`src/rtl/ssd_pkg.sv`:
```
// Shared types, constants and the glyph lookup for the seven-segment scan driver.
// No dependencies.
package ssd_pkg;

    localparam int DIGIT_COUNT   = 4;
    localparam int CODE_W        = 4;
    localparam int FONT_W        = 64;
    localparam int SCANS_W       = 15;
    localparam int SEG_W         = 8;
    localparam int SEL_W         = 4;
    localparam int CFG_IDX_W     = 1;
    localparam int NUM_DIGITS_DEF = 4;

    localparam logic [SEG_W-1:0] BLANK_SEGMENTS = 8'hFF;
    localparam logic [13:0]      DEC_MAX        = 14'd9999;
    localparam logic [13:0]      RECIP_1000     = 14'd8389;
    localparam int               SHIFT_1000     = 23;
    localparam logic [12:0]      RECIP_100      = 13'd5243;
    localparam int               SHIFT_100      = 19;
    localparam logic [15:0]      RECIP_10       = 16'd52429;
    localparam int               SHIFT_10       = 19;

    typedef enum logic [1:0] {
        ACT_TICK     = 2'd0,
        ACT_LOAD_DEC = 2'd1,
        ACT_LOAD_HEX = 2'd2
    } t_action;

    typedef enum logic [CFG_IDX_W-1:0] {
        CFG_FONT_LOW  = 1'b0,
        CFG_FONT_HIGH = 1'b1
    } t_cfg_reg;

    typedef logic [DIGIT_COUNT-1:0][CODE_W-1:0] t_codes;

    typedef struct packed {
        t_codes             dec_codes;
        t_codes             hex_codes;
        logic [SCANS_W-1:0] hex_scans;
    } t_load;

    typedef struct packed {
        logic [SEG_W-1:0] segments;
        logic [SEL_W-1:0] digit_select;
        logic             scanning;
    } t_result;

    function automatic logic [SEG_W-1:0] glyph_of(
        input logic [FONT_W-1:0] font_low,
        input logic [FONT_W-1:0] font_high,
        input logic [CODE_W-1:0] code
    );
        logic [FONT_W-1:0] bank;
        bank = code[3] ? font_high : font_low;
        return bank[{code[2:0], 3'b000} +: SEG_W];
    endfunction

endpackage

```
`src/rtl/ssd_digit_split.sv`:
```
// Splits a load value into four decimal and four hex digit codes, and the hex scan count.
// Depends on ssd_pkg.
module ssd_digit_split (
    input  logic [15:0]   i_value,
    input  logic [15:0]   i_scan_count,
    output ssd_pkg::t_load o_load
);
    import ssd_pkg::*;

    logic [13:0] w_sat;
    logic [27:0] w_p1000;
    logic [26:0] w_p100;
    logic [29:0] w_p10;
    logic [3:0]  w_q1000;
    logic [6:0]  w_q100;
    logic [9:0]  w_q10;
    logic [16:0] w_count_up;

    assign w_sat   = (i_value > 16'(DEC_MAX)) ? DEC_MAX : i_value[13:0];
    assign w_p1000 = 28'(w_sat) * 28'(RECIP_1000);
    assign w_p100  = 27'(w_sat) * 27'(RECIP_100);
    assign w_p10   = 30'(w_sat) * 30'(RECIP_10);
    assign w_q1000 = 4'(w_p1000 >> SHIFT_1000);
    assign w_q100  = 7'(w_p100 >> SHIFT_100);
    assign w_q10   = 10'(w_p10 >> SHIFT_10);

    always_comb begin
        o_load.dec_codes[0] = w_q1000;
        o_load.dec_codes[1] = 4'(w_q100 - 7'(w_q1000) * 7'd10);
        o_load.dec_codes[2] = 4'(w_q10 - 10'(w_q100) * 10'd10);
        o_load.dec_codes[3] = 4'(w_sat - 14'(w_q10) * 14'd10);
        o_load.hex_codes[0] = i_value[15:12];
        o_load.hex_codes[1] = i_value[11:8];
        o_load.hex_codes[2] = i_value[7:4];
        o_load.hex_codes[3] = i_value[3:0];
    end

    assign w_count_up       = 17'(i_scan_count) + 17'd3;
    assign o_load.hex_scans = w_count_up[16:2];

endmodule

```
`src/rtl/ssd_scan_core.sv`:
```
// Scan state (digit codes, phase, scans left, active flag) and per-transaction result.
// Depends on ssd_pkg.
module ssd_scan_core #(
    parameter int NUM_DIGITS = ssd_pkg::NUM_DIGITS_DEF
) (
    input  logic                        i_clk,
    input  logic                        i_rst_n,
    input  logic                        i_advance,
    input  logic [1:0]                  i_action,
    input  ssd_pkg::t_load              i_load,
    input  logic [ssd_pkg::FONT_W-1:0]  i_font_low,
    input  logic [ssd_pkg::FONT_W-1:0]  i_font_high,
    output ssd_pkg::t_result            o_result
);
    import ssd_pkg::*;

    localparam int PHASE_W = (2 * NUM_DIGITS > 2) ? $clog2(2 * NUM_DIGITS) : 1;
    localparam logic [PHASE_W-1:0] LAST_PHASE = PHASE_W'(2 * NUM_DIGITS - 1);

    t_codes             r_codes, n_codes;
    logic [PHASE_W-1:0] r_phase, n_phase;
    logic [SCANS_W-1:0] r_scans, n_scans;
    logic               r_active, n_active;

    logic [PHASE_W-1:0] w_digit;
    logic [1:0]         w_code_idx;
    logic [SCANS_W-1:0] w_scans_dec;

    assign w_digit     = r_phase >> 1;
    assign w_code_idx  = 2'(w_digit);
    assign w_scans_dec = (r_scans != '0) ? r_scans - SCANS_W'(1) : r_scans;

    always_comb begin
        n_codes  = r_codes;
        n_phase  = r_phase;
        n_scans  = r_scans;
        n_active = r_active;
        o_result.segments     = BLANK_SEGMENTS;
        o_result.digit_select = '0;
        o_result.scanning     = r_active;
        case (t_action'(i_action))
            ACT_LOAD_DEC: begin
                n_codes  = i_load.dec_codes;
                n_phase  = '0;
                n_scans  = SCANS_W'(1);
                n_active = 1'b1;
                o_result.scanning = 1'b1;
            end
            ACT_LOAD_HEX: begin
                n_codes  = i_load.hex_codes;
                n_phase  = '0;
                n_scans  = i_load.hex_scans;
                n_active = (i_load.hex_scans != '0);
                o_result.scanning = (i_load.hex_scans != '0);
            end
            ACT_TICK: begin
                if (r_active) begin
                    if (r_phase[0]) begin
                        o_result.segments = glyph_of(i_font_low, i_font_high,
                                                     r_codes[w_code_idx]);
                        o_result.digit_select = (int'(w_digit) < SEL_W) ?
                                                (SEL_W'(1) << w_digit) : '0;
                    end
                    if (r_phase == LAST_PHASE) begin
                        n_phase  = '0;
                        n_scans  = w_scans_dec;
                        n_active = (w_scans_dec != '0);
                    end else begin
                        n_phase = r_phase + PHASE_W'(1);
                    end
                end
            end
            default: begin
            end
        endcase
    end

    always_ff @(posedge i_clk) begin
        if (!i_rst_n) begin
            r_codes  <= '0;
            r_phase  <= '0;
            r_scans  <= '0;
            r_active <= 1'b0;
        end else if (i_advance) begin
            r_codes  <= n_codes;
            r_phase  <= n_phase;
            r_scans  <= n_scans;
            r_active <= n_active;
        end
    end

endmodule

```
`src/rtl/seven_segment_scan_driver_unit.sv`:
```
// Top level of the seven-segment scan driver: input register, font registers, result register.
// Depends on ssd_pkg, ssd_digit_split and ssd_scan_core.
// A transaction goes from the input register, through the scan core, into the result register.
// Throughput: one transaction per cycle; while a result waits, one more transaction
// is taken into the input register, then input stalls.
// Reset (synchronous, active low) clears font registers, valid flags, digit codes and scan state.
module seven_segment_scan_driver_unit #(
    parameter int NUM_DIGITS = ssd_pkg::NUM_DIGITS_DEF
) (
    input  logic                           i_clk,
    input  logic                           i_rst_n,
    input  logic                           i_cfg_we,
    input  logic [ssd_pkg::CFG_IDX_W-1:0]  i_cfg_index,
    input  logic [ssd_pkg::FONT_W-1:0]     i_cfg_data,
    input  logic                           i_valid,
    output logic                           o_ready,
    input  logic [1:0]                     i_action,
    input  logic [15:0]                    i_value,
    input  logic [15:0]                    i_scan_count,
    output logic                           o_valid,
    input  logic                           i_ready,
    output logic [ssd_pkg::SEG_W-1:0]      o_segments,
    output logic [ssd_pkg::SEL_W-1:0]      o_digit_select,
    output logic                           o_scanning
);
    import ssd_pkg::*;

    logic              r_in_valid;
    logic [1:0]        r_in_action;
    logic [15:0]       r_in_value;
    logic [15:0]       r_in_count;
    logic [FONT_W-1:0] r_font_low;
    logic [FONT_W-1:0] r_font_high;
    logic              r_out_valid;
    t_result           r_out;

    logic    w_advance;
    t_load   w_load;
    t_result w_result;

    assign w_advance = r_in_valid && (!r_out_valid || i_ready);
    assign o_ready   = !r_in_valid || w_advance;

    ssd_digit_split u_split (
        .i_value      (r_in_value),
        .i_scan_count (r_in_count),
        .o_load       (w_load)
    );

    ssd_scan_core #(
        .NUM_DIGITS (NUM_DIGITS)
    ) u_core (
        .i_clk       (i_clk),
        .i_rst_n     (i_rst_n),
        .i_advance   (w_advance),
        .i_action    (r_in_action),
        .i_load      (w_load),
        .i_font_low  (r_font_low),
        .i_font_high (r_font_high),
        .o_result    (w_result)
    );

    always_ff @(posedge i_clk) begin
        if (!i_rst_n) begin
            r_font_low  <= '0;
            r_font_high <= '0;
        end else if (i_cfg_we) begin
            unique case (t_cfg_reg'(i_cfg_index))
                CFG_FONT_LOW:  r_font_low  <= i_cfg_data;
                CFG_FONT_HIGH: r_font_high <= i_cfg_data;
            endcase
        end
    end

    always_ff @(posedge i_clk) begin
        if (!i_rst_n) begin
            r_in_valid <= 1'b0;
        end else if (o_ready) begin
            r_in_valid <= i_valid;
        end
    end

    always_ff @(posedge i_clk) begin
        if (i_valid && o_ready) begin
            r_in_action <= i_action;
            r_in_value  <= i_value;
            r_in_count  <= i_scan_count;
        end
    end

    always_ff @(posedge i_clk) begin
        if (!i_rst_n) begin
            r_out_valid <= 1'b0;
        end else if (w_advance) begin
            r_out_valid <= 1'b1;
        end else if (i_ready) begin
            r_out_valid <= 1'b0;
        end
    end

    always_ff @(posedge i_clk) begin
        if (w_advance) begin
            r_out <= w_result;
        end
    end

    assign o_valid        = r_out_valid;
    assign o_segments     = r_out.segments;
    assign o_digit_select = r_out.digit_select;
    assign o_scanning     = r_out.scanning;

endmodule

```
`config.mk`:
```
export PLATFORM = sky130hd
export DESIGN_NAME = seven_segment_scan_driver_unit
export DESIGN_NICKNAME = d
export VERILOG_FILES = /design/src/rtl/ssd_pkg.sv /design/src/rtl/ssd_digit_split.sv /design/src/rtl/ssd_scan_core.sv /design/src/rtl/seven_segment_scan_driver_unit.sv
export SDC_FILE = /design/constraint.sdc
export NUM_CORES = 1
export LEC_CHECK = 0
export BUFFER_PORTS_ARGS = -buffer_cell sky130_fd_sc_hd__buf_2
export CORE_ASPECT_RATIO = 1.75
export CORE_UTILIZATION = 45
export DETAILED_ROUTE_END_ITERATION = 8
export HOLD_SLACK_MARGIN = 0.06
export PLACE_DENSITY = 0.6
export REMOVE_ABC_BUFFERS = 1
export SLEW_MARGIN = 10
export SYNTH_ARGS = -nofsm -noshare
export SYNTH_HDL_FRONTEND = slang
export SYNTH_SLANG_ARGS = --single-unit
```
`constraint.sdc`:
```
create_clock -name i_clk -period 11.64 [get_ports i_clk]
set_clock_uncertainty 0.1 [all_clocks]
set_input_delay 0.582 -clock i_clk [delete_from_list [all_inputs] [get_ports i_clk]]
set_output_delay 0.582 -clock i_clk [all_outputs]
set_load 0.02 [all_outputs]
```
==> Yosys cells after proc, flatten, opt, wreduce, memory -nomap -nowiden <==
Cells that the tools add are included.
{ "totals": {"register_bits": 212, "elab_cells": 81} }
{ "classes": {"add_sub_neg": 6, "mul": 6, "order_cmp": 3, "eq_ne": 5, "shift": 2, "muxes": 18, "bitwise_logic": 1, "reduce_logical": 23} }
{ "ops": {"columns": ["cell", "count"], "rows": [
  ["$mux 64", 1],
  ["$shiftx 64x7->8", 1],
  ["$mux 15", 3],
  ["$pmux 15 s3", 1],
  ["$reduce_bool 15->1", 3],
  ["$pmux 16 s2", 1],
  ["$mul 14x16->29 const B", 1],
  ["$mul 14x14->27 const B", 1],
  ["$mul 14x13->26 const B", 1],
  ["$add 16x2->17 const B", 1],
  ["$gt 16x14->1 const B", 1],
  ["$sub 15x1->15 const B", 1],
  ["$mux 14", 1],
  ["$sub 4x4->4", 3],
  ["$mul 10x3->3 const B", 1],
  ["$bmux 4 s2", 1],
  ["$reduce_and 2->1", 4],
  ["$reduce_and 4->1", 2],
  ["$mul 7x3->3 const B", 1],
  ["$lt 2x3->1 const B", 2],
  ["$mux 3", 2],
  ["$pmux 3 s2", 1],
  ["$reduce_and 3->1", 2],
  ["$reduce_bool 2->1", 3],
  ["18 further kinds", 25]
]} }

==> Logic depth before layout (Yosys ltp) <==
{ "logic_depth": {"word_depth": 6, "ltp_mapped": 35} }

==> Modules after synthesis <==
A second synthesis with hierarchy kept.
{ "unflattened": {"hier_cells": 1946, "area_unflattened_um2": 17948.5} }
{ "modules_own_cells": {"columns": ["mod", "n_inst", "cells_each", "area_each_um2"], "rows": [
  ["ssd_digit_split", 1, 894, 8041.5],
  ["seven_segment_scan_driver_unit", 1, 542, 6351.1],
  ["ssd_scan_core", 1, 510, 3555.9]
]} }

==> Least setup slack after synthesis <==
No wires, ideal clock.
{ "synth_path": {"path_kind": "flip-flop to flip-flop", "from": "reg r_in_value[6]", "to": "reg u_core.r_codes[11] in the netlist's numbering", "setup_time_ps": 79, "arrival_time_ps": 8081, "required_ps": 11461, "path_slack_ps": 3381, "stages_incl_launch_ff": 36, "path_buffers": 3, "path_cell_list": "edfxtp_1 clkbuf_1 nor4_1 nor2_1 o31ai_1 and3_1 buf_2 clkbuf_1 nand2_1 inv_1 ha_1 ha_1 inv_1 fa_1 fa_1 inv_1 fa_1 inv_1 fa_1 inv_1 ha_1 a2111oi_2 o21ai_1 a221o_1 or2_2 a21oi_1 xnor2_1 inv_1 ha_1 fa_1 xnor2_1 xnor2_1 xnor2_1 xnor2_1 xnor3_1 o211ai_1"} }
{ "synth_via": {"elab_chain_cells": 6, "word_cells_on_any_way": 7, "cone_classes": "add/sub: 1; mul: 3; order compare: 1; mux: 2"} }
{ "synth_lines": {"columns": ["element", "line_no", "text"], "rows": [
  ["from (decl)", "seven_segment_scan_driver_unit.sv:30", "logic [15:0] r_in_value;"],
  ["from (signal assigned)", "seven_segment_scan_driver_unit.sv:86", "r_in_value <= i_value;"],
  ["$gt 16x14->1", "ssd_digit_split.sv:19", "assign w_sat = (i_value > 16'(DEC_MAX)) ? DEC_MAX : i_value[13:0];"],
  ["$mux 14 *", "ssd_digit_split.sv:19", null],
  ["$mul 14x13->26", "ssd_digit_split.sv:21", "assign w_p100 = 27'(w_sat) * 27'(RECIP_100);"],
  ["$mul 7x3->3", "ssd_digit_split.sv:30", "o_load.dec_codes[2] = 4'(w_q10 - 10'(w_q100) * 10'd10);"],
  ["$sub 4x4->4 *", "ssd_digit_split.sv:30", null],
  ["$pmux 16 s2 *", "ssd_scan_core.sv:41", "case (t_action'(i_action))"],
  ["to (signal assigned)", "ssd_scan_core.sv:85", "r_codes <= n_codes;"],
  ["to (decl)", "ssd_scan_core.sv:20", "t_codes r_codes, n_codes;"]
]} }
Every way passes the cells marked *; elsewhere a longest branch is shown, timed or not.
A chain may end at the register's enable or synchronous reset.

==> Worst setup path after layout <==
{ "layout_path": {"from": "reg r_in_value[7]", "to": "reg u_core.r_codes[11] in the netlist's numbering"} }
{ "layout_via": {"elab_chain_cells": 6, "word_cells_on_any_way": 7, "cone_classes": "add/sub: 1; mul: 3; order compare: 1; mux: 2"} }
{ "layout_lines": {"columns": ["element", "line_no"], "rows": [
  ["$gt 16x14->1", "ssd_digit_split.sv:19"],
  ["$mux 14", "ssd_digit_split.sv:19"],
  ["$mul 14x13->26", "ssd_digit_split.sv:21"],
  ["$mul 7x3->3", "ssd_digit_split.sv:30"],
  ["$sub 4x4->4", "ssd_digit_split.sv:30"],
  ["$pmux 16 s2 *", "ssd_scan_core.sv:41"]
]} }
Marks and branches as above.

==> results.py <==
metrics = {
    "synth": {
        "seq_area_frac_synth": 0.2677,
        "synth_adder_area_share": 0.2961,
        "synth_cell_types": 77,
        "synth_cells": 1910,
        "synth.area.top_cells": "dfxtp_1, ha_1, fa_1",
        "synth_top_family_by_area": "adder cells",
        "syn_area_um2": 17610,
        "synth_compound_gate_area_share": 0.1286,
        "ys_async_sr_fraction": 0,
        "yosys_warnings": 0,
        "ys_ff_latch": 212,
        "synthSimpleGateAreaFrac": 0.1362,
        "synth_area_per_cell_um2": 9.221,
        "synth_xor_area_frac": 0.03289,
        "synth_area_leader_cell": "dfxtp_1",
        "synthMuxAreaShare": 0.05918,
        "synthFlopType": "dfxtp_1",
        "netlist.area_leader.share": 0.1876,
        "synth-edff-count": 47,
    },
    "global_routing": {
        "antenna_found_initial": 5,
        "grt_pass1_vias": 14433,
        "grt_max_degree": 113,
        "grt_usage": 0.2680,
        "grt_first_pass_wirelength_mm": 79.98,
        "gr-total-overflow": 0,
    },
    "floorplan": {
        "fp-row-count": 95,
        "initial_core_util": 0.4573,
        "core_um2": 38510,
        "dieArea_um2": 39960,
        "fp.dieW_um": 151.5,
        "die_height_um": 263.7,
        "io_pins": 119,
    },
    "route": {
        "first_iter_violations": 519,
        "via_per_inst": 5.434,
        "avgRoutedWirePerCell_um": 20.83,
        "wirelength_mm": 51.46,
        "num_vias": 13422,
        "first_pass_iters": 4,
        "ant_nets": 0,
        "drcViolationCount": 0,
    },
    "worst_setup_path": {
        "reg2reg_from": "r_in_value[7]$_DFFE_PP_",
        "cpPeakStageDelay_ps": 590,
        "worstSetupEndpointType": "flop",
        "crit_fanout": 12,
        "crit_arrival_ps": 9650,
        "crit_start": "r_in_value[7]$_DFFE_PP_",
        "cpMostUsedCell": "inv_1",
        "path_class": "flop to flop",
        "cp_slowest_cell": "edfxtp_1",
        "startpoint_type": "flop",
        "cp.required_ps": 11960,
    },
    "placed_design": {
        "portBuffers": 118,
        "gp_congestion": 1.041,
        "hpwl_mm": 40.65,
    },
    "timing": {
        "whs_ps": 153.0,
        "max_freq_mhz": 107.2,
        "worst_pin_slew_ps": 1120,
        "tns_ps": 0,
        "min_period_ps": 9329,
        "finalCritPeriodShare": 0.8014,
        "hold_violations": 0,
        "rsz0062_at_grt": "no",
        "setup_viol": 0,
        "slew_headroom": 0.2465,
        "drv_slew": 0,
    },
    "min_path": {
        "min_from": "i_value[0]",
        "min_path_type": "input port to flop",
    },
    "finish": {
        "mostFrequentLayoutCells": "nand2_1, inv_1, ha_1",
        "final_util": 0.4968,
        "areaGrowthSynthToFinish_pct": 8.646,
        "fillers": 3738,
        "final_common_cell": "nand2_1",
        "layout.nets": 2419,
        "drive_above_1_share": 0.1114,
    },
    "clock_network": {
        "cts_sinks": 212,
        "postCtsSetupBuffers": 0,
        "cts-root-buf": "clkbuf_16",
        "cts.reportedPaths.clkPinSlew_ps": 70,
        "cts_hold_buf": 0,
        "insertion_delay_ps": 500,
        "cts_resized": 0,
        "htree_levels": 1,
        "cts_buffers": 18,
        "cts_buffer_depth": 3,
        "cts_tree": "built",
    },
    "pwr": {
        "power.density_nw_per_um2": 147.0,
        "p_leak_nw": 8.651,
        "ir_drop_v": 0.0001254,
        "total_power_mw": 2.813,
    },
    "job": {
        "drv_cap": 0,
    },
    "outcome": {
        "outcome": "complete, no violations",
    },
}
metal layers:
| layer | part of all wire | global-route usage | vias to the layer above | wire [um] |
|---|---|---|---|---|
| met2 | 0.55 | 0.5106 | 271 | 28200 |
| met3 | 0.034 | 0.03506 | 149 | 1726 |
| met1 | 0.33 | 0.2504 | 6517 | 16950 |
| met5 | 0.00052 | 0 | - | 27 |
| li1 | - | - | 6481 | - |
| met4 | 0.088 | 0.2012 | 4 | 4553 |
state kept, by name, summed over array words and instances (netlist names):
name,count
o_digit_select,4
o_scanning,1
o_segments,8
o_valid,1
r_font_high,64
r_font_low,64
r_in_action,2
r_in_count,16
r_in_valid,1
r_in_value,16
u_core.r_active,1
u_core.r_codes,16
u_core.r_phase,3
u_core.r_scans,15
through the flow:
stage	instance area, um2	setup WS [ps]	instances
2_1_floorplan	17270	3454	1823
3_3_place_gp	18560	2532	2436
3_5_place_dp	18560	2334	2436
4_1_cts	19130	2317	2468
5_1_grt	19130	1662	2468
6_report	19130	2311	2470
area by class of cell:
class	count	area, um2	area share
timing repair buffer	128	668.1	0.03492
multi-input combinational	1333	11530	0.6025
inverter	278	1044	0.05453
antenna	2	5.005	0.0002616
tap	485	606.8	0.03171
sequential	212	4715	0.2464
clock inverter	9	46.29	0.002419
clock buffer	23	521.8	0.02727
worst max-delay path, delay by kind of cell (launching register included):
kind / cells / cell delay, ps
AO/OA/AOI/OAI: 6 / 1540
XOR/XNOR: 6 / 1080
adder cells (fa/ha/maj): 9 / 3710
buffers and inverters: 6 / 650
flip-flops: 1 / 590
AND/OR/NAND/NOR: 5 / 1550
report_power, final:
group | internal (mW) | total, mW | switching (mW) | leakage, nW
sequential | 0.793 | 0.823 | 0.0299 | 1.78
combinational | 0.607 | 1.39 | 0.781 | 6.60
clock | 0.319 | 0.602 | 0.283 | 0.278
cells in the mapped netlist (39+ instances only):
master	count
dfxtp_1	165
xnor2_1	48
fa_1	120
inv_1	276
nor2_1	44
a21boi_0	141
o21ai_0	53
edfxtp_1	47
nand2_1	350
clkbuf_1	70
ha_1	224
a21oi_1	39
worst paths after layout:
kind	to	slack (ps)	cells past startpoint
max	u_core.r_codes[11]$_SDFFE_PN0P_	2310	32
max reg2reg	u_core.r_codes[11]$_SDFFE_PN0P_	2310	32
min reg2reg	r_font_high[61]$_SDFFE_PN0P_	360	2
min	r_in_value[0]$_DFFE_PP_	150	1
cell families after synthesis:
logic type,count (synthesis)
AND/OR/NAND/NOR,539
buffers and inverters,366
adder cells (fa/ha/maj),345
AO/OA/AOI/OAI,325
flip-flops,212
XOR/XNOR,63
multiplexers,58
other,2
No activity file was read; power rests on OpenSTA's default activity.
